[src/hw/rtl/frf_pkg.sv]
// shared types, constants and fixed-point helpers of the reflectance block
package frf_pkg;

	localparam int TABLE_DEPTH = 256;
	localparam int IDX_W = $clog2(TABLE_DEPTH);

	localparam logic [63:0] ONE_Q30 = 64'd1 << 30;

	localparam logic ACT_LOAD  = 1'b0;
	localparam logic ACT_QUERY = 1'b1;

	typedef struct packed {
		logic [31:0] e;
		logic [30:0] b;
		logic [30:0] d;
	} entry_t;

	typedef enum logic [1:0] {
		OP_SQRT,
		OP_RATIO,
		OP_LDIV
	} itr_op_t;

	typedef enum logic [4:0] {
		S_IDLE,
		S_RD0W,
		S_RDLW,
		S_SCAND,
		S_LB,
		S_LBD,
		S_LD,
		S_LDD,
		S_NRR,
		S_BB,
		S_NB,
		S_CC,
		S_X2,
		S_Y2,
		S_MAG,
		S_RR,
		S_RI,
		S_TA,
		S_TB,
		S_BA,
		S_BI,
		S_RAT,
		S_CN,
		S_CI,
		S_FIN
	} state_t;

	// round half up then floor shift by 30
	function automatic logic [63:0] rshr30(input logic [63:0] x);
		logic [63:0] y;
		y = x + (64'd1 << 29);
		return {{30{y[63]}}, y[63:30]};
	endfunction

	// round half up then floor shift by 2
	function automatic logic [63:0] rshr2(input logic [63:0] x);
		logic [63:0] y;
		y = x + 64'd2;
		return {{2{y[63]}}, y[63:2]};
	endfunction

endpackage

[src/hw/rtl/frf_mul.sv]
// 64 by 64 bit product modulo 2^64 from three passes of one 32 by 32 multiplier
module frf_mul (
	input  logic        clk,
	input  logic        arst_n,
	input  logic        start,
	input  logic [63:0] a,
	input  logic [63:0] b,
	output logic        done,
	output logic [63:0] p
);
	import frf_pkg::*;

	logic [2:0]  ph_q;
	logic [63:0] a_q, b_q, prod_q, acc_q;
	logic        done_q;
	logic [31:0] ma, mb;
	logic [63:0] mprod;

	assign ma = (ph_q == 3'd3) ? a_q[63:32] : a_q[31:0];
	assign mb = (ph_q == 3'd2) ? b_q[63:32] : b_q[31:0];
	assign mprod = ma * mb;

	always_ff @(posedge clk or negedge arst_n) begin
		if (!arst_n) begin
			ph_q <= 3'd0;
			done_q <= 1'b0;
		end else begin
			done_q <= 1'b0;
			case (ph_q)
				3'd0: if (start) ph_q <= 3'd1;
				3'd4: begin
					ph_q <= 3'd0;
					done_q <= 1'b1;
				end
				default: ph_q <= ph_q + 3'd1;
			endcase
		end
	end

	always_ff @(posedge clk) begin
		case (ph_q)
			3'd0: if (start) begin
				a_q <= a;
				b_q <= b;
			end
			3'd1: prod_q <= mprod;
			3'd2: begin
				acc_q <= prod_q;
				prod_q <= mprod;
			end
			3'd3: begin
				acc_q <= acc_q + {prod_q[31:0], 32'd0};
				prod_q <= mprod;
			end
			3'd4: acc_q <= acc_q + {prod_q[31:0], 32'd0};
			default: ;
		endcase
	end

	assign done = done_q;
	assign p = acc_q;

endmodule

[config.mk]
export PLATFORM = sky130hd
export DESIGN_NAME = frf_mul
export DESIGN_NICKNAME = d
export VERILOG_FILES = /design/src/hw/rtl/frf_pkg.sv /design/src/hw/rtl/frf_mul.sv
export SDC_FILE = /design/constraint.sdc
export NUM_CORES = 2
export LEC_CHECK = 0
export BUFFER_PORTS_ARGS = -buffer_cell sky130_fd_sc_hd__buf_2
export CAP_MARGIN = 25
export CORE_MARGIN = 2
export CORE_UTILIZATION = 46
export DETAILED_ROUTE_END_ITERATION = 8
export GPL_TIMING_DRIVEN = 0
export SYNTH_ARGS = -nofsm -noshare
export SYNTH_HDL_FRONTEND = slang
export SYNTH_SLANG_ARGS = --single-unit
[constraint.sdc]
create_clock -name clk -period 8.4 [get_ports clk]
set_input_delay 0 -clock clk [delete_from_list [all_inputs] [get_ports clk]]
set_output_delay 0 -clock clk [all_outputs]
set_load 0.05 [all_outputs]
# [Yosys cells after proc, flatten, opt, wreduce, memory -nomap -nowiden]
# Cells that the tools add are included.
[totals] reg_bits=260 input_bits=131
[classes] n_addsub=2 multipliers=1 n_eq_ne=5 mux=6 reduce_logical=5
[op_table] op="one-hot mux 64 bit (2 select lines)" count=1
[op_table] op="adder 64 bit" count=1
[op_table] op="multiplier 32 x 32 -> 64 bit" count=1
[op_table] op="two-way mux 32 bit" count=2
[op_table] op="== test 3 x 2 -> 1 bit (second input constant)" count=2
[op_table] op="one-hot mux 3 bit (2 select lines)" count=1
[op_table] op="adder 3 x 1 -> 3 bit (second input constant)" count=1
[op_table] op="== test 3 x 1 -> 1 bit (second input constant)" count=1
[op_table] op="== test 3 bit (second input constant)" count=1
[op_table] op="logical NOT 3 bit" count=1
[op_table] op="two-way mux 3 bit" count=1
[op_table] op="OR reduction 3 bit" count=1
[op_table] op="inequality test 2 bit (second input constant)" count=1
[op_table] op="AND reduction 2 bit" count=1
[op_table] op="nonzero test 2 bit" count=1
[op_table] op="OR reduction 2 bit" count=1
[op_table] op="two-way mux 1 bit" count=1

# [Depth between registers and ports, before layout]
[logic_depth] ltp_word=3 depth_mapped=34

# [Worst setup path before layout]
# OpenSTA, ideal clock, no wires.
[synth_path] kind="register to register" start="register ph_q[0]" end="register prod_q[45] (data pin)" t_arrival_ns=8.502 required_time_ns=8.134 slack_ns=-0.367 path_stages_with_launch=32 path_buffers=3 period_less_slack_ns=8.767 path_cell_list="dfrtp_1 ha_1 ha_1 clkbuf_1 clkbuf_1 mux2i_1 clkbuf_1 nor2_1 fa_1 fa_1 fa_1 inv_1 fa_1 inv_1 fa_1 inv_1 fa_1 inv_1 fa_1 inv_1 fa_1 inv_1 ha_1 a21oi_1 o21ai_1 o31a_1 a21o_1 a31oi_2 o41ai_2 a41o_1 a311oi_1 xnor2_1"
[synth_via] elab_chain_len=3 elab_cells_between_ends=5 cone_classes="mul (1); eq/ne (2); mux (2)"
[synth_rtl] item="from (decl)" line="frf_mul.sv:13" text="logic [2:0] ph_q;"
[synth_rtl] item="from (signal assigned)" line="frf_mul.sv:35" text="default: ph_q <= ph_q + 3'd1;"
[synth_rtl] item="== test 3 x 2 -> 1 bit, on equally long branches" line="frf_mul.sv:19, frf_mul.sv:20"
[synth_rtl] item="two-way mux 32 bit, on equally long branches" line="frf_mul.sv:19, frf_mul.sv:20"
[synth_rtl] item="multiplier 32 x 32 -> 64 bit (*)" line="frf_mul.sv:21" text="assign mprod = ma * mb;"
[synth_rtl] item="via mprod[45]" line="frf_mul.sv:17" text="logic [63:0] mprod;"
[synth_rtl] item="to (signal assigned)" line="frf_mul.sv:46" text="3'd1: prod_q <= mprod;"
[synth_rtl] item="to (signal assigned)" line="frf_mul.sv:49" text="prod_q <= mprod;"
[synth_rtl] item="to (signal assigned)" line="frf_mul.sv:53" text="prod_q <= mprod;"
[synth_rtl] item="to (decl)" line="frf_mul.sv:14" text="logic [63:0] a_q, b_q, prod_q, acc_q;"
# Mark *: on every way through the listed nets, which the timed path passes. The rest lies on a longest branch.
# A chain may end at the register's enable or synchronous reset.

# [Worst setup path in the final report]
[layout_path] start="register ph_q[0]" end="register prod_q[58] (data pin)"
# The elaborated chain is that of the path after synthesis.

==> flow_metrics.env <==
export IMPL_clk_pin_slew_ns=0.07
export IMPL_cap_violations=0
export IMPL_clk_latency_ns=0.66
export IMPL_rsz0062_at_grt="true"
export IMPL_grt_first_pass_wirelength_um=241000
export IMPL_min_period_over_period_pct=106
export IMPL_ys_types=76
export IMPL_grt_usage_pct=35.7
export IMPL_dp_slack_ns=-2.84
export IMPL_worst_slew_pin_slew_ns=0.954
export IMPL_cts_num_sinks=260
export IMPL_start_kind="register"
export IMPL_synth_fp_nets=5726
export IMPL_drc_errors=0
export IMPL_detail_route_first_pass_iterations=6
export IMPL_hold_viol=0
export IMPL_drtIter0Drc=3495
export IMPL_layout_drive_gt1_share_pct=18.8
export IMPL_htreeDepth=1
export IMPL_wirelength_um=171000
export IMPL_rows=112
export IMPL_slew_viol_final=0
export IMPL_grt_overflow_total=0
export IMPL_cts_buffer_depth=3
export IMPL_status="complete, but fails checks"
export IMPL_synth_edf_count=256
export IMPL_cp_max_fo=10
export IMPL_async_flop_share_pct=1.54
export IMPL_clock_fmax_ghz=0.113
export IMPL_yosysTopAreaCell="fa_1"
export IMPL_rr_startpoint="ph_q[0]"
export IMPL_vias=35400
export IMPL_crit_buf_inv=7
export IMPL_synth_area_top_cells="fa_1 42%, edfxtp_1 18%, ha_1 8.7%"
export IMPL_yosysSeqAreaShare_pct=18.0
export IMPL_clockRootBuffer="clkbuf_16"
export IMPL_worstSetupPathType="register to register"
export IMPL_end_kind="register"
export IMPL_skew_ns=0.0193
export IMPL_grt_start_max_net_pins=61
export IMPL_dpl_cell_count=5895
export IMPL_layout_commonest_cell="fa_1"
export IMPL_synth_top_cell_area_share_pct=41.6
export IMPL_tritoncts="done"
export IMPL_ys_ff_latch=260
export IMPL_synthCells=4399
export IMPL_ff2ff_path_depth=29
export IMPL_r2r_end="prod_q[58]"
export IMPL_synth_area_sq_um=43200
export IMPL_io_pins=196
export IMPL_fin_crit_ns=8.87
export IMPL_finalNetCount=6310
export IMPL_hpwlAfterDp_um=136000
export IMPL_synth_main_ff_cell="edfxtp_1"
export IMPL_die_area_sq_um=96300
export IMPL_vias_per_cell=5.65
export IMPL_grt_pass1_vias=35700
export IMPL_antenna_found_initial=5
export IMPL_cpMaxStageDelayCell="fa_1"
export IMPL_place_congestion=1.08
export IMPL_slew_headroom_pct=36.3
export IMPL_fp_dieW_um=310
export IMPL_port_buffers=195
export IMPL_path_delay_family="adder cells"
export IMPL_fin_cells=6267
export IMPL_most_common_layout_cells="850 x fa_1, 844 x inv_1, 616 x nor2_1, 553 x nand2_1, 283 x ha_1"
export IMPL_core_area_sq_um=93200
export IMPL_avgSynthCellArea_sq_um=9.81
export IMPL_hold_start="b[44]"
export IMPL_hp_class="input pin to register"
export IMPL_crit_top_cell="fa_1"
export IMPL_violations="negative setup slack"
export IMPL_area_growth_pct=23.6
export IMPL_cts_buffers=31
export IMPL_min_to="b_q[44]"
export IMPL_fin_ws_ns=-0.465
export IMPL_arrival_ns=9.26
export IMPL_cpPeakStageDelay_ns=0.53
export IMPL_yosysWarnings=0
export IMPL_hold_path_depth=2
export IMPL_rrSetupSlack_ns=-0.47
export IMPL_setup_viol=29
export IMPL_initial_core_util_pct=46.3
export IMPL_required_ns=8.79
export IMPL_die_h_um=310
export IMPL_antenna_left=0
export IMPL_wl_per_cell_um=27.2
repair_timing:
action                     4_1_cts  5_1_grt
gates resized for setup        615      173
setup buffers                  114       62
setup endpoints to repair       53       37
pin swaps                       68      102
hold endpoints to repair       134        0
hold buffers                   131        0
gates cloned                     8        1
metal layers:
metal / part of all wire, % / GRT usage, %
met1: 36 / 45.1
met2: 45 / 55.0
met3: 11 / 8.90
met4: 8.3 / 22.7
met5: 0.11 / 0.961
sequential cells by signal, summed over array words and instances (netlist names):
signal  count
a_q        64
prod_q     64
done        1
b_q        64
ph_q        3
p          64
worst max path at each step:
stage | start | cells past startpoint | to | slack, ns
5_1_grt | ph_q[0] | 34 | prod_q[58] | -0.61
2_1_floorplan | ph_q[0] | 30 | prod_q[62] | 0.03
3_5_place_dp | ph_q[0] | 31 | prod_q[45] | -2.84
3_3_place_gp | ph_q[0] | 29 | prod_q[63] | -3.76
6_report | ph_q[0] | 29 | prod_q[58] | -0.47
4_1_cts | ph_q[0] | 31 | prod_q[57] | -0.33
stage by stage:
stage	hold WS [ns]	cell area, sq um	utilization [%]	TNS [ns]
final	0.0524	53400	57.3	-7.83
after global routing	0.0485	53300	57.2	-11.84
after CTS	0.0147	52200	56.1	-3.70
after detailed placement	-0.173	46500	49.9	-103.29
after global placement	-0.175	45700	49.1	-142.80
after floorplan	-0.296	43200	-	0
layout make-up:
| class | count | area (sq um) |
|---|---|---|
| repair buffers | 558 | 4680 |
| inverters | 858 | 3220 |
| diodes | 5 | 12.5 |
| plain buffers | 190 | 2130 |
| flip-flops and latches | 260 | 7790 |
| clock inverters | 25 | 238 |
| multi-input cells | 3084 | 32900 |
| fillers | 8115 | 39800 |
| clock buffers | 33 | 783 |
| well taps | 1254 | 1570 |
synthesized netlist by cell type, types with 14 or more instances:
cell type,instances
a21o_1,27
buf_1,14
nor3_1,14
fa_1,897
nand3_1,24
and2_1,37
nor2_1,627
xnor2_1,55
o21bai_1,17
clkbuf_1,172
inv_1,858
xor2_1,31
nand2_1,561
edfxtp_1,256
a21oi_1,115
ha_1,299
mux2_2,66
nand4_1,21
o21ai_0,72
mux2i_1,66
kinds of logic after synthesis:
logic type	Yosys count	share of synthesized area, %
DFF	260	18.0
xor gates and xnor gates	86	1.74
AOI/OAI and AO/OA	334	5.05
and+or+nand+nor	1336	12.5
buffers and inverters	1055	9.20
muxes	132	3.25
adders and majority gates	1196	50.3
Power is not shown: default switching activity piles up to over one toggle a cycle in this logic, so the estimate is an artifact.
