===== config.mk =====
export PLATFORM = sky130hd
export DESIGN_NAME = frf_itr
export DESIGN_NICKNAME = d
export VERILOG_FILES = /design/src/hw/rtl/frf_pkg.sv /design/src/hw/rtl/frf_itr.sv
export SDC_FILE = /design/constraint.sdc
export NUM_CORES = 1
export LEC_CHECK = 0
export BUFFER_PORTS_ARGS = -buffer_cell sky130_fd_sc_hd__clkbuf_2
export CAP_MARGIN = 20
export CORE_UTILIZATION = 60
export DETAILED_ROUTE_END_ITERATION = 12
export PLACE_DENSITY_LB_ADDON = 0.05
export SLEW_MARGIN = 10
export SYNTH_ARGS = -nofsm -noshare
export SYNTH_HDL_FRONTEND = slang
export SYNTH_SLANG_ARGS = --single-unit

===== constraint.sdc =====
create_clock -name clk -period 18.7 [get_ports clk]
set_input_delay 4.675 -clock clk [delete_from_list [all_inputs] [get_ports clk]]
set_output_delay 4.675 -clock clk [all_outputs]
set_load 0.005 [all_outputs]

===== src/hw/rtl/frf_pkg.sv =====
// shared types, constants and fixed-point helpers of the reflectance block
package frf_pkg;

	localparam int TABLE_DEPTH = 256;
	localparam int IDX_W = $clog2(TABLE_DEPTH);

	localparam logic [63:0] ONE_Q30 = 64'd1 << 30;

	localparam logic ACT_LOAD  = 1'b0;
	localparam logic ACT_QUERY = 1'b1;

	typedef struct packed {
		logic [31:0] e;
		logic [30:0] b;
		logic [30:0] d;
	} entry_t;

	typedef enum logic [1:0] {
		OP_SQRT,
		OP_RATIO,
		OP_LDIV
	} itr_op_t;

	typedef enum logic [4:0] {
		S_IDLE,
		S_RD0W,
		S_RDLW,
		S_SCAND,
		S_LB,
		S_LBD,
		S_LD,
		S_LDD,
		S_NRR,
		S_BB,
		S_NB,
		S_CC,
		S_X2,
		S_Y2,
		S_MAG,
		S_RR,
		S_RI,
		S_TA,
		S_TB,
		S_BA,
		S_BI,
		S_RAT,
		S_CN,
		S_CI,
		S_FIN
	} state_t;

	// round half up then floor shift by 30
	function automatic logic [63:0] rshr30(input logic [63:0] x);
		logic [63:0] y;
		y = x + (64'd1 << 29);
		return {{30{y[63]}}, y[63:30]};
	endfunction

	// round half up then floor shift by 2
	function automatic logic [63:0] rshr2(input logic [63:0] x);
		logic [63:0] y;
		y = x + 64'd2;
		return {{2{y[63]}}, y[63:2]};
	endfunction

endpackage


===== src/hw/rtl/frf_itr.sv =====
// bit-serial unit for integer square root, fraction ratio and long division
module frf_itr (
	input  logic             clk,
	input  logic             arst_n,
	input  logic             start,
	input  frf_pkg::itr_op_t op,
	input  logic [63:0]      a,
	input  logic [63:0]      b,
	output logic             done,
	output logic [63:0]      res
);
	import frf_pkg::*;

	itr_op_t     op_q;
	logic        busy_q, done_q;
	logic [5:0]  cnt_q;
	logic [63:0] rem_q, d_q, res_q, bit_q;
	logic [31:0] nlo_q;
	logic [63:0] sum, sh;

	assign sum = res_q + bit_q;
	assign sh = {rem_q[62:0], (op_q == OP_LDIV) ? nlo_q[31] : 1'b0};

	always_ff @(posedge clk or negedge arst_n) begin
		if (!arst_n) begin
			busy_q <= 1'b0;
			done_q <= 1'b0;
			cnt_q <= 6'd0;
		end else begin
			done_q <= 1'b0;
			if (start) begin
				case (op)
					OP_SQRT: begin
						busy_q <= 1'b1;
						cnt_q <= 6'd32;
					end
					OP_RATIO: begin
						busy_q <= (a < b);
						done_q <= (a >= b);
						cnt_q <= 6'd30;
					end
					default: begin
						busy_q <= 1'b1;
						cnt_q <= 6'd32;
					end
				endcase
			end else if (busy_q) begin
				cnt_q <= cnt_q - 6'd1;
				if (cnt_q == 6'd1) begin
					busy_q <= 1'b0;
					done_q <= 1'b1;
				end
			end
		end
	end

	always_ff @(posedge clk) begin
		if (start) begin
			op_q <= op;
			d_q <= b;
			bit_q <= 64'd1 << 62;
			nlo_q <= a[31:0];
			case (op)
				OP_SQRT: begin
					rem_q <= a;
					res_q <= 64'd0;
				end
				OP_RATIO: begin
					rem_q <= a;
					res_q <= (a >= b) ? ONE_Q30 : 64'd0;
				end
				default: begin
					rem_q <= {32'd0, a[63:32]};
					res_q <= 64'd0;
				end
			endcase
		end else if (busy_q) begin
			if (op_q == OP_SQRT) begin
				if (rem_q >= sum) begin
					rem_q <= rem_q - sum;
					res_q <= (res_q >> 1) + bit_q;
				end else begin
					res_q <= res_q >> 1;
				end
				bit_q <= bit_q >> 2;
			end else begin
				if (sh >= d_q) begin
					rem_q <= sh - d_q;
					res_q <= {res_q[62:0], 1'b1};
				end else begin
					rem_q <= sh;
					res_q <= {res_q[62:0], 1'b0};
				end
				nlo_q <= {nlo_q[30:0], 1'b0};
			end
		end
	end

	assign done = done_q;
	assign res = res_q;

endmodule

======== Word level (Yosys, flattened, before mapping) ========
Index checks and enable logic that the tools add are counted.
operators by class
  $add $sub $neg .......................... 5
  order comparisons ....................... 4
  eq/ne operators ......................... 5
  muxes and demuxes ....................... 28
  reduce and logical (&&, ||, !) cells .... 7
operators by type and width
  operator                                                                count
  64-bit two-way mux                                                      10
  64-bit >= comparator                                                    3
  64-bit subtractor                                                       2
  32-bit two-way mux                                                      3
  63-bit by 63-bit adder with 64-bit output                               1
  64-bit by 63-bit adder with 64-bit output                               1
  64-bit < comparator                                                     1
  31-bit two-way mux                                                      2
  6-bit two-way mux                                                       3
  1-bit two-way mux                                                       10
  6-bit by 1-bit equality test with 1-bit output (second input constant)  1
  2-bit AND reduction                                                     3
  6-bit by 1-bit subtractor with 6-bit output (second input constant)     1
  2-bit zero test                                                         2
  3-bit by 2-bit != test with 1-bit output (second input constant)        1
  2-bit by 1-bit equality test with 1-bit output (second input constant)  1
  2-bit equality test (second input constant)                             1
  2-bit != test (second input constant)                                   1
  2-bit nonzero test                                                      1
  2-bit OR reduction                                                      1
storage, ports and cells
  register bits ........................... 266
  bits of input ports ..................... 133
  output and inout bits ................... 65
  word-level logic and storage cells ...... 58

======== Longest topological paths before layout ========
  depth in word-level cells ............... 7
  mapped depth ............................ 26
  depth with buffers taken out ............ 25

======== Least setup slack after synthesis ========
OpenSTA, ideal clock, no wires.
  path kind ............................... input-to-reg
  from .................................... input port start
  to ...................................... register rem_q[0] (enable)
  library setup time ...................... 0.693 ns
  arrival time ............................ 6.878 ns
  data required time ...................... 18.007 ns
  slack ................................... 11.129 ns
  stages on the path ...................... 6
  buffers on the path ..................... 4
  cell sequence ........................... clkbuf_1 inv_1 clkbuf_1 clkbuf_1 clkbuf_1 nand2_1
on the way
  longest elaborated chain between the ends .. 2
  elaborated cells between the ends (all ways) .. 3
  those cells by class .................... eq/ne (1); reduce/logical (2)
ends and longest elaborated chain
  element                                                                                   RTL line       text
  from (decl)                                                                               frf_itr.sv:5   input logic start,
  3-bit by 2-bit != test with 1-bit output (no line) or 2-bit nonzero test (tied branches)  --
  2-bit AND reduction (no line) (*)                                                         --
  to (signal assigned)                                                                      frf_itr.sv:73  rem_q <= {32'd0, a[63:32]};
  to (signal assigned)                                                                      frf_itr.sv:80  rem_q <= rem_q - sum;
  to (signal assigned)                                                                      frf_itr.sv:88  rem_q <= sh - d_q;
  to (decl)                                                                                 frf_itr.sv:17  logic [63:0] rem_q, d_q, res_q, bit_q;
Every way passes the cells marked *; elsewhere a longest branch is shown, timed or not.
A chain may end at the register's enable or synchronous reset.

======== Worst setup path in the final report ========
  from .................................... input port b[63]
  to ...................................... register res_q[30] (netlist: res[30]) (data pin)
on the way
  longest elaborated chain between the ends .. 4
ends and longest elaborated chain
  element               RTL line       text
  from (decl)           frf_itr.sv:8   input logic [63:0] b,
  64-bit >= comparator  frf_itr.sv:70  res_q <= (a >= b) ? ONE_Q30 : 64'd0;
  31-bit two-way mux    frf_itr.sv:70
  31-bit two-way mux    frf_itr.sv:63  case (op)
  64-bit two-way mux    frf_itr.sv:58  if (start) begin
  to (signal assigned)  frf_itr.sv:70
  to (signal assigned)  frf_itr.sv:81  res_q <= (res_q >> 1) + bit_q;
  to (signal assigned)  frf_itr.sv:83  res_q <= res_q >> 1;
  to (decl)             frf_itr.sv:17
No other way between the ends.

==> impl_results.md <==
* Status: finished clean
* Final worst clock skew at 15.6 ps
* Gr usage total at 40.7%
* Cell types with the highest counts after synthesis: nand2_1 (348), a21oi_1 (277), ha_1 (260)
* Vias at 25143
* Std cell rows at 75
* Post-synthesis net count at 3467
* Clock input transition at the sequential cells of the worst setup and hold paths at 60 ps
* Max-cap violation count at 0
* Vias per Instance at 6.75
* Final GP Congestion at 1.02
* Drt drc at 0
* Fraction of layout instances using a drive strength above 1 at 11.1%
* Final non-filler cell total at 3727
* Grt total ovfl at 0
* CTS Root Buffer Type: clkbuf_16
* Number of global-route vias before repair at 24276
* Number of clock sinks at 266
* Number of enable flip-flop cells after synthesis at 226
* Top cells by area in the synthesized netlist: edfxtp_1 (26%), ha_1 (13%), a21oi_1 (5.4%), nand2_1 (5.1%), o21ai_0 (4.8%)
* Total core area at 42000 um^2
* Number of iterations in the first detailed-routing pass at 7
* Sequential-to-total area share from yosys stat at 29.7%
* Wire length of the first global-routing pass at 137000 um
* Kind of end point of the critical path: flop
* Clock buffer count from CTS at 35
* Routed WL per cell at 24.2 um
* Post-CTS setup repair buffer count at 0
* Number of port buffers at 197
* Final number of setup-violating endpoints at 0
* RSZ-0062 raised after global routing: no
* CP Data Arrival Time at 8580 ps
* Top FF cell, synth: edfxtp_1
* Worst-case register-to-register setup slack at 11120 ps
* Filler Cells Inserted at 3512
* Number of warnings issued by yosys at 0
* Number of nets with antenna violations after routing at 0
* Cell accounting for the most synthesized area: edfxtp_1
* Total negative setup slack at 0 ps
* Routed wire length at 90100 um
* Unique cell type count in the Yosys netlist at 82
* Placed cell areas at 26900 um^2
* Top-count cell post-synth: nand2_1
* Worst hold path class: flop to flop
* Die Footprint at 43600 um^2
* Vertical die dimension at 209 um
* Reported leakage power at 11.8 nW
* Maximum buffer depth of the clock tree at 3
* Number of hold-slack violations in the final timing report at 0
* Share of synthesized registers carrying an async set or reset at 3.01%
* CTS tree: yes
* Number of antenna violations at the first check in global routing at 4
* Number of storage elements in the synthesis netlist at 266
* Crit path max fanout at 3
* Cell Pwr Density at 146 nW/um^2
* Final Instance Area at 28000 um^2
* Worst slew margin relative to its limit at 20.9%
* Total standard cell area after synthesis at 25700 um^2
* Startpoint class of the critical path: input port
* Total I/O pin count at 198
* Area added between synthesis and finish at 8.94%
* Gate count after technology mapping at 3072
* Crit Path Category: input port to flop
* Tmin final at 8140 ps
* Fmax at 123 MHz
* # placed instances at 3663
* Cts-stage hold buffer count at 0
* HPWL after detailed placement at 68900 um
* Required @ worst endpoint at 19130 ps
* Worst skew pair latency at 560 ps
* Starting utilization of the core area at 61.1%
* Worst-Margin Slew at 1170 ps
* Fin crit share at 43.5%
* Starting DRT DRC Count at 2303
* # nets final at 3556
* Maximum ir drop on the vdd rail at 119 uV
* Die X at 209 um
* Number of gates resized after cts at 0
* Post-Syn Area per Cell at 8.36 um^2
* Fraction of post-synthesis cell area in the top cell type by area at 26.4%
* Number of levels the H-tree was split into at 2
* Maximum number of pins on one net before global-route repair at 124
* Max-slew violation total from the final report at 0
[placed cells by master, fill, tap and decap left out, types with 10 or more instances in the layout]
cell type	n
and2_1	12
a21oi_1	277
clkbuf_2	196
nor3_1	40
o21ai_0	245
mux2_2	32
nor2_1	193
a221oi_1	10
dfxtp_1	32
nand2_1	346
o22ai_1	25
a22o_1	10
and3_1	21
xnor2_1	126
o31ai_1	21
a22oi_1	12
or3_1	20
xor2_1	112
a31o_2	21
o211ai_1	21
o21a_1	17
a211oi_1	54
mux2i_1	51
ha_1	260
a211o_1	11
nand2b_1	19
nand4_1	82
nor2b_1	38
a21boi_0	18
inv_1	172
o21bai_1	34
a21o_1	92
nand3_1	38
buf_4	15
edfxtp_1	226
clkbuf_16	37
nor4_1	10
a31oi_1	70
[worst max-delay path: stages]
cell,delay [ps]
clkbuf_2,90
inv_1,40
ha_1,300
nand4_1,190
nor3_1,600
nand4_1,260
or3_1,460
or3_1,420
o22ai_1,530
a2111oi_0,130
nand3_1,220
nor2_1,100
a21oi_1,390
a221o_1,170
[per-stage QoR]
step	hold slack [ps]	utilization [%]	power (mW)	setup slack [ps]
2_1_floorplan	456	-	2.66	11130
3_3_place_gp	485	63.9	3.30	10400
3_5_place_dp	489	63.9	3.32	10210
4_1_cts	496	66.5	4.01	10790
5_1_grt	516	66.6	4.30	10540
6_report	495	66.6	4.08	10560
[power by group]
part	leakage, nW	switching [mW]	internal (mW)
Combinational	8.50	1.52	0.907
Clock	0.542	0.283	0.391
Sequential	2.77	0.182	0.794
Total	11.8	1.98	2.09
[area by class of cell]
type	instances	area, um^2	area share (%)
Inverter	174	653	2.33
Tap cell	539	674	2.41
Clock inverter	12	92.6	0.331
Clock buffer	49	1010	3.61
Sequential cell	266	7630	27.3
Timing Repair Buffer	213	1120	4.02
Antenna cell	3	7.51	0.0268
Multi-Input combinational cell	2471	16800	60.0
[path summary, 6_finish.rpt]
kind,from,endpoint,cells after the start
worst min register to register,bit_q[16]$_SDFFE_PP0P_,bit_q[14]$_SDFFE_PP0P_,2
worst min-delay path,bit_q[16]$_SDFFE_PP0P_,bit_q[14]$_SDFFE_PP0P_,2
worst max-delay path,b[63],res[30]$_DFFE_PP_,14
max in group asynchronous,arst_n,cnt_q[0]$_DFFE_PN0P_,1
worst max register to register,res[10]$_SDFFCE_PP0P_,rem_q[11]$_DFFE_PP_,24
min in group asynchronous,arst_n,cnt_q[1]$_DFFE_PN0P_,1
[layer usage]
metal	part of all wire [%]	vias to the layer above	GRT usage (%)
li1	-	11610	-
met1	38	11910	47.8
met2	47	1302	67.8
met3	8.7	319	8.69
met4	6.9	2	25.3
met5	0.016	-	0
[flip-flops by register name, indices dropped and copies added, names as in the netlist]
| register | flops |
|---|---|
| res | 64 |
| d_q | 64 |
| cnt_q | 6 |
| bit_q | 32 |
| nlo_q | 32 |
| busy_q | 1 |
| done | 1 |
| op_q | 2 |
| rem_q | 64 |
[cells by family after synthesis]
logic type | count (synthesis) | share of synthesized area [%]
simple gates | 860 | 15.4
fa+ha+maj | 262 | 12.8
mux | 83 | 3.39
flops | 266 | 29.7
buf+inv | 335 | 5.07
xor+xnor | 238 | 8.11
compound gates | 1028 | 25.5
Power figures use the tool's default switching activity.
